[src/rtl/sdp_pkg.sv]
// Shared constants and types of the sigma-delta DoP packer.
`timescale 1ns / 1ps
package sdp_pkg;

  // Stream field widths
  localparam int unsigned IN_W        = 24;
  localparam int unsigned OUT_W       = 24;
  localparam int unsigned TDATA_IN_W  = 2 * IN_W;
  localparam int unsigned TDATA_OUT_W = 2 * OUT_W;

  // Modulator framing
  localparam int unsigned BITS_PER_FRAME = 16;
  localparam int unsigned BIT_CNT_W      = $clog2(BITS_PER_FRAME);
  localparam int unsigned STAGES         = 4;
  localparam int unsigned STAGE_W        = $clog2(STAGES);

  // Defaults for the top-level parameters
  localparam int unsigned SAMPLE_WIDTH_DEF = 24;
  localparam int unsigned INTEG_WIDTH_DEF  = 32;
  localparam int unsigned QUEUE_DEPTH      = 2;

  // DoP marker bytes
  localparam logic [7:0] MARKER_EVEN = 8'h05;
  localparam logic [7:0] MARKER_ODD  = 8'hFA;

  // One queued frame: samples already sign-extended, plus its marker phase
  typedef struct packed {
    logic                   phase;
    logic signed [IN_W-1:0] right;
    logic signed [IN_W-1:0] left;
  } frame_t;

  // Sequencer to channel datapath
  typedef struct packed {
    logic               step;
    logic [STAGE_W-1:0] stage;
  } chan_ctrl_t;

endpackage

[src/rtl/sdp_front.sv]
// Input side: takes stereo frames, sign-extends, tags the marker phase, queues them.
`timescale 1ns / 1ps
module sdp_front #(
  parameter int unsigned SAMPLE_WIDTH = sdp_pkg::SAMPLE_WIDTH_DEF,
  parameter int unsigned DEPTH        = sdp_pkg::QUEUE_DEPTH
) (
  input  logic                          clk_i,
  input  logic                          rst_ni,
  input  logic                          in_valid_i,
  output logic                          in_ready_o,
  input  logic [sdp_pkg::TDATA_IN_W-1:0] in_data_i,
  output logic                          q_valid_o,
  input  logic                          q_ready_i,
  output sdp_pkg::frame_t               q_entry_o
);
  import sdp_pkg::*;

  localparam int unsigned PTR_W = (DEPTH > 1) ? $clog2(DEPTH) : 1;
  localparam int unsigned CNT_W = $clog2(DEPTH + 1);
  localparam int unsigned SHIFT = IN_W - SAMPLE_WIDTH;

  frame_t               mem_q [DEPTH];
  logic [PTR_W-1:0]     wr_ptr_q, rd_ptr_q;
  logic [CNT_W-1:0]     count_q;
  logic                 phase_q;
  logic [IN_W-1:0]      left_shift, right_shift;
  logic signed [IN_W-1:0] left_ext, right_ext;
  frame_t               entry_d;
  logic                 push, pop;

  // Keep the low SAMPLE_WIDTH bits and sign-extend from the top one
  always_comb begin
    left_shift  = in_data_i[IN_W-1:0] << SHIFT;
    right_shift = in_data_i[2*IN_W-1:IN_W] << SHIFT;
    left_ext    = $signed(left_shift) >>> SHIFT;
    right_ext   = $signed(right_shift) >>> SHIFT;
    entry_d.left  = left_ext;
    entry_d.right = right_ext;
    entry_d.phase = phase_q;
  end

  assign in_ready_o = (count_q != CNT_W'(DEPTH));
  assign q_valid_o  = (count_q != '0);
  assign push       = in_valid_i & in_ready_o;
  assign pop        = q_valid_o & q_ready_i;
  assign q_entry_o  = mem_q[rd_ptr_q];

  // Queue storage
  always_ff @(posedge clk_i) begin
    if (push) begin
      mem_q[wr_ptr_q] <= entry_d;
    end
  end

  // Pointers, fill count and marker phase
  always_ff @(posedge clk_i or negedge rst_ni) begin
    if (!rst_ni) begin
      wr_ptr_q <= '0;
      rd_ptr_q <= '0;
      count_q  <= '0;
      phase_q  <= 1'b0;
    end else begin
      if (push) begin
        wr_ptr_q <= (wr_ptr_q == PTR_W'(DEPTH - 1)) ? '0 : wr_ptr_q + 1'b1;
        phase_q  <= ~phase_q;
      end
      if (pop) begin
        rd_ptr_q <= (rd_ptr_q == PTR_W'(DEPTH - 1)) ? '0 : rd_ptr_q + 1'b1;
      end
      if (push && !pop) begin
        count_q <= count_q + 1'b1;
      end else if (pop && !push) begin
        count_q <= count_q - 1'b1;
      end
    end
  end

endmodule

[src/rtl/sdp_chan.sv]
// One channel of the fourth-order loop: a single saturating adder stepped over the stages.
`timescale 1ns / 1ps
module sdp_chan #(
  parameter int unsigned SAMPLE_WIDTH = sdp_pkg::SAMPLE_WIDTH_DEF,
  parameter int unsigned INTEG_WIDTH  = sdp_pkg::INTEG_WIDTH_DEF
) (
  input  logic                          clk_i,
  input  logic                          rst_ni,
  input  sdp_pkg::chan_ctrl_t           ctrl_i,
  input  logic signed [sdp_pkg::IN_W-1:0] sample_i,
  output logic                          bit_o,
  output logic                          clip_o
);
  import sdp_pkg::*;

  localparam int unsigned SUM_W = INTEG_WIDTH + 2;
  localparam logic signed [SUM_W-1:0] FULL_SCALE = SUM_W'(1) << (SAMPLE_WIDTH - 1);
  localparam logic [INTEG_WIDTH-1:0] SAT_MAX = {1'b0, {(INTEG_WIDTH-1){1'b1}}};
  localparam logic [INTEG_WIDTH-1:0] SAT_MIN = {1'b1, {(INTEG_WIDTH-1){1'b0}}};

  typedef enum logic [1:0] {
    FB_NONE = 2'd0,
    FB_POS  = 2'd1,
    FB_NEG  = 2'd2
  } fb_e;

  logic [INTEG_WIDTH-1:0] integ_q [STAGES];
  logic [INTEG_WIDTH-1:0] prev_q;
  fb_e                    fb_q;
  logic [INTEG_WIDTH-1:0] cur;
  logic signed [SUM_W-1:0] acc, addend, fbv, sum;
  logic [INTEG_WIDTH-1:0] sat;
  logic                   ovf, dec;

  // Integrator update: stage 0 takes the sample, later stages the stage before
  always_comb begin
    cur    = integ_q[ctrl_i.stage];
    acc    = {{2{cur[INTEG_WIDTH-1]}}, cur};
    if (ctrl_i.stage == STAGE_W'(0)) begin
      addend = {{(SUM_W-IN_W){sample_i[IN_W-1]}}, sample_i};
    end else begin
      addend = {{2{prev_q[INTEG_WIDTH-1]}}, prev_q};
    end
    case (fb_q)
      FB_POS:  fbv = FULL_SCALE;
      FB_NEG:  fbv = -FULL_SCALE;
      default: fbv = '0;
    endcase
    sum = acc + addend - fbv;
    // Top three bits disagree: result left the integrator range
    ovf = ~((&sum[SUM_W-1:INTEG_WIDTH-1]) | ~(|sum[SUM_W-1:INTEG_WIDTH-1]));
    if (ovf) begin
      sat = sum[SUM_W-1] ? SAT_MIN : SAT_MAX;
    end else begin
      sat = sum[INTEG_WIDTH-1:0];
    end
    dec = ~sat[INTEG_WIDTH-1];
  end

  assign bit_o  = dec;
  assign clip_o = ctrl_i.step & ovf;

  // Integrator state and quantiser feedback
  always_ff @(posedge clk_i or negedge rst_ni) begin
    if (!rst_ni) begin
      for (int k = 0; k < STAGES; k++) begin
        integ_q[k] <= '0;
      end
      prev_q <= '0;
      fb_q   <= FB_NONE;
    end else if (ctrl_i.step) begin
      integ_q[ctrl_i.stage] <= sat;
      prev_q                <= sat;
      if (ctrl_i.stage == STAGE_W'(STAGES - 1)) begin
        fb_q <= dec ? FB_POS : FB_NEG;
      end
    end
  end

endmodule

[src/rtl/sdp_back.sv]
// Back end: sequences both channel loops over a frame and holds the packed DoP result.
`timescale 1ns / 1ps
module sdp_back #(
  parameter int unsigned SAMPLE_WIDTH = sdp_pkg::SAMPLE_WIDTH_DEF,
  parameter int unsigned INTEG_WIDTH  = sdp_pkg::INTEG_WIDTH_DEF
) (
  input  logic                            clk_i,
  input  logic                            rst_ni,
  input  logic                            q_valid_i,
  output logic                            q_ready_o,
  input  sdp_pkg::frame_t                 q_entry_i,
  output logic                            out_valid_o,
  input  logic                            out_ready_i,
  output logic [sdp_pkg::TDATA_OUT_W-1:0] out_data_o,
  output logic                            out_user_o
);
  import sdp_pkg::*;

  typedef enum logic [1:0] {
    ST_IDLE,
    ST_RUN,
    ST_DONE
  } state_e;

  state_e                   state_q;
  logic [STAGE_W-1:0]       stage_q;
  logic [BIT_CNT_W-1:0]     bit_cnt_q;
  logic [BITS_PER_FRAME-1:0] left_bits_q, right_bits_q;
  logic                     clip_q, phase_q;
  logic signed [IN_W-1:0]   left_q, right_q;
  logic                     out_valid_q, out_user_q;
  logic [TDATA_OUT_W-1:0]   out_data_q;
  chan_ctrl_t               ctrl;
  logic                     left_bit, right_bit, left_clip, right_clip;
  logic                     out_free;
  logic [7:0]               marker;

  assign ctrl.step  = (state_q == ST_RUN);
  assign ctrl.stage = stage_q;
  assign q_ready_o  = (state_q == ST_IDLE);
  assign out_free   = ~out_valid_q | out_ready_i;
  assign marker     = phase_q ? MARKER_ODD : MARKER_EVEN;

  assign out_valid_o = out_valid_q;
  assign out_data_o  = out_data_q;
  assign out_user_o  = out_user_q;

  sdp_chan #(
    .SAMPLE_WIDTH (SAMPLE_WIDTH),
    .INTEG_WIDTH  (INTEG_WIDTH)
  ) u_left (
    .clk_i    (clk_i),
    .rst_ni   (rst_ni),
    .ctrl_i   (ctrl),
    .sample_i (left_q),
    .bit_o    (left_bit),
    .clip_o   (left_clip)
  );

  sdp_chan #(
    .SAMPLE_WIDTH (SAMPLE_WIDTH),
    .INTEG_WIDTH  (INTEG_WIDTH)
  ) u_right (
    .clk_i    (clk_i),
    .rst_ni   (rst_ni),
    .ctrl_i   (ctrl),
    .sample_i (right_q),
    .bit_o    (right_bit),
    .clip_o   (right_clip)
  );

  // Frame sequencer and output register
  always_ff @(posedge clk_i or negedge rst_ni) begin
    if (!rst_ni) begin
      state_q      <= ST_IDLE;
      stage_q      <= '0;
      bit_cnt_q    <= '0;
      left_bits_q  <= '0;
      right_bits_q <= '0;
      clip_q       <= 1'b0;
      phase_q      <= 1'b0;
      left_q       <= '0;
      right_q      <= '0;
      out_valid_q  <= 1'b0;
      out_user_q   <= 1'b0;
      out_data_q   <= '0;
    end else begin
      // In ST_DONE the result slot is refilled below instead
      if (out_valid_q && out_ready_i && (state_q != ST_DONE)) begin
        out_valid_q <= 1'b0;
      end
      case (state_q)
        ST_IDLE: begin
          if (q_valid_i) begin
            left_q    <= q_entry_i.left;
            right_q   <= q_entry_i.right;
            phase_q   <= q_entry_i.phase;
            clip_q    <= 1'b0;
            stage_q   <= '0;
            bit_cnt_q <= '0;
            state_q   <= ST_RUN;
          end
        end
        ST_RUN: begin
          clip_q <= clip_q | left_clip | right_clip;
          if (stage_q == STAGE_W'(STAGES - 1)) begin
            stage_q      <= '0;
            left_bits_q  <= {left_bits_q[BITS_PER_FRAME-2:0], left_bit};
            right_bits_q <= {right_bits_q[BITS_PER_FRAME-2:0], right_bit};
            bit_cnt_q    <= bit_cnt_q + 1'b1;
            if (bit_cnt_q == BIT_CNT_W'(BITS_PER_FRAME - 1)) begin
              state_q <= ST_DONE;
            end
          end else begin
            stage_q <= stage_q + 1'b1;
          end
        end
        ST_DONE: begin
          if (out_free) begin
            out_valid_q <= 1'b1;
            out_data_q  <= {marker, right_bits_q, marker, left_bits_q};
            out_user_q  <= clip_q;
            state_q     <= ST_IDLE;
          end
        end
        default: state_q <= ST_IDLE;
      endcase
    end
  end

endmodule

[src/rtl/sigma_delta_dop_packer.sv]
// Top level of the stereo sigma-delta modulator with DoP packing.
`timescale 1ns / 1ps
// Takes one stereo Q1.23 PCM frame per input transfer and returns one pair of
// 24-bit DoP words (marker 0x05/0xFA alternating per frame, 16 DSD bits, first
// bit in bit 15) plus a clip flag in tuser. In the modulator each channel
// owns one saturating adder that steps through the four integrator stages,
// one stage per clock, for 16 DSD bits. Before that the frame is loaded from
// the queue; after it the result goes to the output register once that is
// free. Both channels run side by side. A two-entry queue at the input lets
// the next frames be taken while one is in work, and the output register
// holds a finished result while the modulator moves on to the next frame.
module sigma_delta_dop_packer #(
  parameter int unsigned SAMPLE_WIDTH = sdp_pkg::SAMPLE_WIDTH_DEF,
  parameter int unsigned INTEG_WIDTH  = sdp_pkg::INTEG_WIDTH_DEF
) (
  input  logic                            clk_i,
  input  logic                            rst_ni,
  input  logic                            s_axis_tvalid,
  output logic                            s_axis_tready,
  // left_sample [23:0], right_sample [47:24]
  input  logic [sdp_pkg::TDATA_IN_W-1:0]  s_axis_tdata,
  output logic                            m_axis_tvalid,
  input  logic                            m_axis_tready,
  // left_dop_word [23:0], right_dop_word [47:24]
  output logic [sdp_pkg::TDATA_OUT_W-1:0] m_axis_tdata,
  // clipped [0]
  output logic                            m_axis_tuser
);
  import sdp_pkg::*;

  logic   q_valid, q_ready;
  frame_t q_entry;

  sdp_front #(
    .SAMPLE_WIDTH (SAMPLE_WIDTH),
    .DEPTH        (QUEUE_DEPTH)
  ) u_front (
    .clk_i      (clk_i),
    .rst_ni     (rst_ni),
    .in_valid_i (s_axis_tvalid),
    .in_ready_o (s_axis_tready),
    .in_data_i  (s_axis_tdata),
    .q_valid_o  (q_valid),
    .q_ready_i  (q_ready),
    .q_entry_o  (q_entry)
  );

  sdp_back #(
    .SAMPLE_WIDTH (SAMPLE_WIDTH),
    .INTEG_WIDTH  (INTEG_WIDTH)
  ) u_back (
    .clk_i       (clk_i),
    .rst_ni      (rst_ni),
    .q_valid_i   (q_valid),
    .q_ready_o   (q_ready),
    .q_entry_i   (q_entry),
    .out_valid_o (m_axis_tvalid),
    .out_ready_i (m_axis_tready),
    .out_data_o  (m_axis_tdata),
    .out_user_o  (m_axis_tuser)
  );

endmodule

[config.mk]
export PLATFORM = sky130hd
export DESIGN_NAME = sigma_delta_dop_packer
export DESIGN_NICKNAME = d
export VERILOG_FILES = /design/src/rtl/sdp_pkg.sv /design/src/rtl/sdp_front.sv /design/src/rtl/sdp_chan.sv /design/src/rtl/sdp_back.sv /design/src/rtl/sigma_delta_dop_packer.sv
export SDC_FILE = /design/constraint.sdc
export NUM_CORES = 1
export LEC_CHECK = 0
export BUFFER_PORTS_ARGS = -buffer_cell sky130_fd_sc_hd__buf_2
export CORE_MARGIN = 2
export CORE_UTILIZATION = 67
export DETAILED_ROUTE_END_ITERATION = 10
export GPL_ROUTABILITY_DRIVEN = 0
export PLACE_DENSITY = 0.85
export SLEW_MARGIN = 0
export SYNTH_ARGS = -nofsm -noshare
export SYNTH_HDL_FRONTEND = slang
export SYNTH_SLANG_ARGS = --single-unit
export TNS_END_PERCENT = 1
[constraint.sdc]
create_clock -name clk_i -period 14 [get_ports clk_i]
set_input_delay 3.5 -clock clk_i [delete_from_list [all_inputs] [get_ports clk_i]]
set_output_delay 3.5 -clock clk_i [all_outputs]
set_load 0.01 [all_outputs]
## After elaboration in Yosys (flattened, before gate mapping)

Memories as Yosys holds them, arrays and structs flattened. A register that Yosys moved wholly into a read port is not among the register bits.
Index checks and enable logic that the tools add are counted.

- Register bits: 420
- Bits in writable memories: 98
- Input port bits: 52
- Output and inout bits: 51
- Logic and storage cells: 136
- Memories: 1

Memory list:

| memory | depth | width | rd ports | clocked after memory_dff | wr ports | line | text |
|---|---|---|---|---|---|---|---|
| u_front.mem_q | 2 | 49 | 1 | 1 | 1 | sdp_front.sv:22 | `frame_t mem_q [DEPTH];` |

- Add/subtract/negate cells: 10
- Order comparisons: 2
- Equal/unequal tests: 14
- Muxes and demuxes: 43
- Bitwise logic cells: 18
- Reductions and logical operators: 23

Operators by type and width:

| operator | number |
|---|---|
| $mux W32 | 9 |
| $bwmux W128 | 2 |
| $pmux W34 S2 | 2 |
| $bmux W32 S2 | 2 |
| $add A32 B34 Y34 | 2 |
| $mux W34 | 2 |
| $sub A34 B34 Y34 | 2 |
| $demux W32 S2 | 1 |
| $mux W2 | 10 |
| $reduce_and A3 Y1 | 3 |
| $eq A2 B2 Y1 const B | 4 |
| $mux W1 | 8 |
| $mux W4 | 2 |
| $mux W8 | 1 |
| $ne A2 B1 Y1 const B | 4 |
| $not A1 Y1 | 8 |
| $pmux W4 S2 | 1 |
| $reduce_and A2 Y1 | 4 |
| $eq A2 B1 Y1 const B | 3 |
| $pmux W2 S3 | 1 |
| $reduce_bool A2 Y1 | 3 |
| $reduce_or A3 Y1 | 2 |
| $logic_and A1 B1 Y1 | 5 |
| $or A1 B1 Y1 | 5 |
| 15 further kinds | 24 |

## Longest topological paths before layout

- Depth after elaboration: 14
- Mapped depth: 23
- Mapped depth without buffers: 16

## By module

A second synthesis with hierarchy kept.

- Cell total of the unflattened synthesis: 2874
- Area total of the unflattened synthesis: 29702.2 um^2

By module, submodules not included:

| module | instances | cells an instance | area an instance (um^2) | seq. area each (um^2) |
|---|---|---|---|---|
| sdp_chan (u_back.u_left) | 1 | 1158 | 10550.1 | 4028.9 |
| sdp_chan (u_back.u_right) | 1 | 1064 | 9992.1 | 4028.9 |
| sdp_back | 1 | 479 | 5134.9 | 3153.0 |
| sdp_front | 1 | 173 | 4025.1 | 3067.9 |

## Worst setup path after synthesis

Ideal clock, no wire load.

- Path kind: input-to-reg
- From: input s_axis_tvalid
- To: memory u_front.mem_q[0][0] (netlist name), enable pin
- Library setup time: 456 ps
- Arrival time: 5681 ps
- Required time: 13544 ps
- Setup slack: 7863 ps
- Cell stages on the path: 2
- Path buffers: 0
- Path through: nand2_1 -> nor2_1

- Cells in the longest elaborated chain, start to end: 3

RTL lines:

| what | line | text |
|---|---|---|
| start, declared | sigma_delta_dop_packer.sv:18 | `input logic s_axis_tvalid,` |
| $and A1 B1 Y1 | sdp_front.sv:44 | `assign push = in_valid_i & in_ready_o;` |
| $mux W1 | sdp_front.sv:50 | `if (push) begin` |
| $mux W1 (not written as such) | sdp_front.sv:51 | `mem_q[wr_ptr_q] <= entry_d;` |
| end, declared | sdp_front.sv:22 |  |

No other way between the ends.

## Final worst setup path

- From: register u_back.stage_q[0]
- To: register u_back.u_right.prev_q[12]

- Cells in the longest elaborated chain, start to end: 10
- Elaborated cells on any way between the ends: 14
- Classes of those cells: add/sub: 2; mux: 6; bitwise: 3; reduce/logical: 3

RTL lines:

| what | line | text |
|---|---|---|
| start, declared | sdp_back.sv:26 | `logic [STAGE_W-1:0] stage_q;` |
| start signal, assigned | sdp_back.sv:115 | `stage_q <= stage_q + 1'b1;` |
| $not A2 Y3 (not written as such) | sdp_chan.sv:37 | `cur = integ_q[ctrl_i.stage];` |
| $bmux W32 S2 | sdp_chan.sv:37 |  |
| $mux W32 (not written as such) (2 in series) | sdp_chan.sv:37 |  |
| $add A32 B34 Y34 (*) | sdp_chan.sv:49 | `sum = acc + addend - fbv;` |
| $sub A34 B34 Y34 (*) | sdp_chan.sv:49 |  |
| $reduce_or A3 Y1 | sdp_chan.sv:51 | `ovf = ~((&sum[SUM_W-1:INTEG_WIDTH-1]) \| ~(\|sum[SUM_W-1:INTEG_WIDTH-1]));` |
| $not A1 Y1 | sdp_chan.sv:51 |  |
| $or A1 B1 Y1 | sdp_chan.sv:51 |  |
| $mux W32 (*) | sdp_chan.sv:52 | `if (ovf) begin` |
| end signal, assigned | sdp_chan.sv:73 | `prev_q <= sat;` |
| end, declared | sdp_chan.sv:28 | `logic [INTEG_WIDTH-1:0] prev_q;` |

Every way passes the cells marked *; elsewhere a longest branch is shown, timed or not. The select of a mux whose other input is x is not followed.
A chain may end at the register's enable or synchronous reset.

==> results.yml <==
status:
  status: "finished, final reports clean"
floorplanning:
  core_sq_um: 41000
  num_rows: 74
  io_pins: 103
  die_h_um: 208
  start_util_pct: 68.2
  die_x_um: 208
  die_area_sq_um: 43400
finish:
  final_area_sq_um: 30500
  fin_nets: 2863
  fill_cells: 2508
  insertedDiodeCount: 0
  drive_gt1_share_pct: 14.9
  final_cell_mix: "448 x dfrtp_1, 292 x nor2_1, 279 x nand2_1"
  area_growth_pct: 9.20
  mostFrequentLayoutCell: "dfrtp_1"
global_route:
  antenna_found_initial: 0
  grt_usage_pct: 30.0
  grt_max_degree: 128
  overflow: 0
  grt_use_met1_pct: 40.6
  grt_pass1_vias: 21128
  use_met3_pct: 5.68
  grt.met2_usage_pct: 49.3
  grt-busiest-layer: "met2"
  grt_pass1_wl_um: 106000
place:
  dpl_cell_area_sq_um: 28600
  dp_hpwl_um: 40500
  numPortBuffers: 102
  place_ws_ps: 7160
clock_tree:
  clock_tree.buffer_depth: 3
  numCtsBuffers: 54
  post_cts_buffers: 0
  clkTransAtPathRegs_ps: 60
  ctsHtreeMaxLevel: 2
  cts_hold_buffers: 0
  cts.sinks: 549
  cts_tree: "done"
  root_buffer: "clkbuf_16"
  post_cts_resized: 0
  clock_latency_ps: 610
setup_path:
  worst_setup_path_end_kind: "register"
  cpPeakStageDelay_ps: 750
  cp_top_family: "buffers and inverters"
  slowest_stage: "buf_4"
  path_cells: "inv_1 -> ha_2 -> buf_4 -> and2_1 -> a21oi_1 -> fa_1 -> inv_1 -> ha_1 -> nand2_1 -> nor2_1 -> and3_1 -> and2_1 -> nand2_1 -> o21ai_0 -> a21oi_1 -> a21oi_4 -> buf_4 -> buf_4 -> a31oi_1"
  cp.required_ps: 14430
  cp-start-kind: "register"
  crit_buf_inv: 5
  critPathKind: "register to register"
  critPathMaxFanout: 80
  crit_top_cell: "buf_4"
  crit_arrival_ps: 7400
synth:
  synth_async_sr_flop_share_pct: 82.1
  syn-num-nets: 2867
  ys_warn_count: 0
  synth_edf_count: 98
  ys_top_cells_by_area: "dfrtp_1 40%, edfxtp_1 11%, ha_1 5.3%"
  synthCells: 2679
  syn_area_sq_um: 28000
  synth-seq-cells: 549
  ys.flop_type: "dfrtp_1"
  yosysTopAreaCell: "dfrtp_1"
  avgSynthCellArea_sq_um: 10.4
  synth_top_area_share_pct: 40.4
  ys_seq_area_share_pct: 50.9
  ys_types: 73
drt:
  detail-route-antenna-nets: 0
  wl_per_cell_um: 19.8
  finalWirelength_um: 64300
  vias: 20717
  drc: 0
  routed_via_density: 6.37
  drtIter0Drc: 2113
  firstDrtPassIters: 7
sta:
  rsz0062_at_grt: "false"
  slew_viol_final: 0
  fin_tns_setup_ps: 0
  finClkSkew_ps: 16.4
  fin_hold_ws_ps: 482
  post-route-period-util_pct: 49.8
  fin_crit_ps: 6970
  slew_headroom_pct: 14.9
  hold_viol_final: 0
  setup_violations: 0
  fmax_mhz: 143
  max_slew.worst_pin.slew_ps: 1270
  setup_ws_ps: 7030
hold_path:
  worstHoldPathType: "register to register"
job:
  drv_cap: 0
## state kept, by name, summed over array words and instances (netlist names), 15 cells and up
signal / flops
u_back.right_bits_q: 15
u_back.u_right.prev_q: 32
u_back.right_q: 24
u_back.u_left.integ_q: 128
u_back.out_data_o: 34
u_back.u_left.prev_q: 32
u_back.u_right.integ_q: 127
u_back.left_bits_q: 15
u_front.mem_q: 98
u_back.left_q: 24
## layer usage
layer,vias to the layer above,part of all wire (%)
met5,-,0
met4,0,2.6
met3,174,8.0
met2,940,49
met1,10269,41
li1,9334,-
## synthesized netlist by cell type, drive strengths merged (5+ instances only)
master	number
a211oi	13
and3	7
buf	70
mux4	64
a21oi	203
nor3	12
and2	12
nor2	294
xnor2	35
xor2	23
mux2	36
dfrtp	451
nand3	45
inv	205
nand2b	13
o211ai	8
o21a	20
a31oi	164
a21o	18
nor2b	7
nand4	15
nand2	280
o21bai	9
o21ai	175
edfxtp	98
o31ai	5
ha	118
mux2i	96
clkbuf	116
fa	18
## kinds of logic (layout without fill, tap and decap cells)
group	count (synthesis)	in the layout	synth area share (%)
flip-flops	549	549	50.9
multiplexers	196	196	10.0
buffers and inverters	392	432	5.74
AND/OR/NAND/NOR	694	694	10.8
adder cells (fa/ha/maj)	136	136	6.57
XOR/XNOR	58	58	1.84
AO/OA/AOI/OAI	654	654	14.2
## worst reg2reg max path, stage by stage (launching register included)
cell and delay [ps]:
dfrtp_4 740, inv_1 190, ha_2 180, buf_4 740, and2_1 430, a21oi_1 110
fa_1 560, inv_1 50, ha_1 430, nand2_1 120, nor2_1 260, and3_1 250
and2_1 220, nand2_1 100, o21ai_0 420, a21oi_1 200, a21oi_4 170, buf_4 600
buf_4 760, a31oi_1 280
## final timing paths
kind | startpoint | to | slack [ps] | cells after the start
min | u_back.u_left.integ_q[15]$_DFFE_PN0P_ | u_back.u_left.integ_q[15]$_DFFE_PN0P_ | 480 | 2
max reg2reg | u_back.stage_q[0]$_DFFE_PN0P_ | u_back.u_right.prev_q[12]$_DFFE_PN0P_ | 7030 | 19
min in group asynchronous | rst_ni | u_back.u_right.prev_q[14]$_DFFE_PN0P_ | 2910 | 1
max | u_back.stage_q[0]$_DFFE_PN0P_ | u_back.u_right.prev_q[12]$_DFFE_PN0P_ | 7030 | 19
max in group asynchronous | rst_ni | u_back.u_left.integ_q[74]$_DFFE_PN0P_ | 8430 | 3
min reg2reg | u_back.u_left.integ_q[15]$_DFFE_PN0P_ | u_back.u_left.integ_q[15]$_DFFE_PN0P_ | 480 | 2
## area by class of cell
| class | count | area, sq um | area share, % |
|---|---|---|---|
| clock inverter | 29 | 340 | 1.11 |
| tap | 532 | 666 | 2.18 |
| clock buffer | 71 | 1600 | 5.25 |
| multi-input combinational | 1738 | 12200 | 40.0 |
| inverter | 206 | 773 | 2.53 |
| sequential | 549 | 14200 | 46.6 |
| timing repair buffer | 126 | 701 | 2.29 |
## stage by stage
stage | instances | utilization (%)
after floorplan | 2679 | -
after global placement | 3151 | 69.7
after detailed placement | 3151 | 69.7
after CTS | 3251 | 74.4
after global routing | 3251 | 74.4
final | 3251 | 74.4
Power is not shown: default switching activity piles up to over one toggle a cycle in this logic, so the estimate is an artifact.
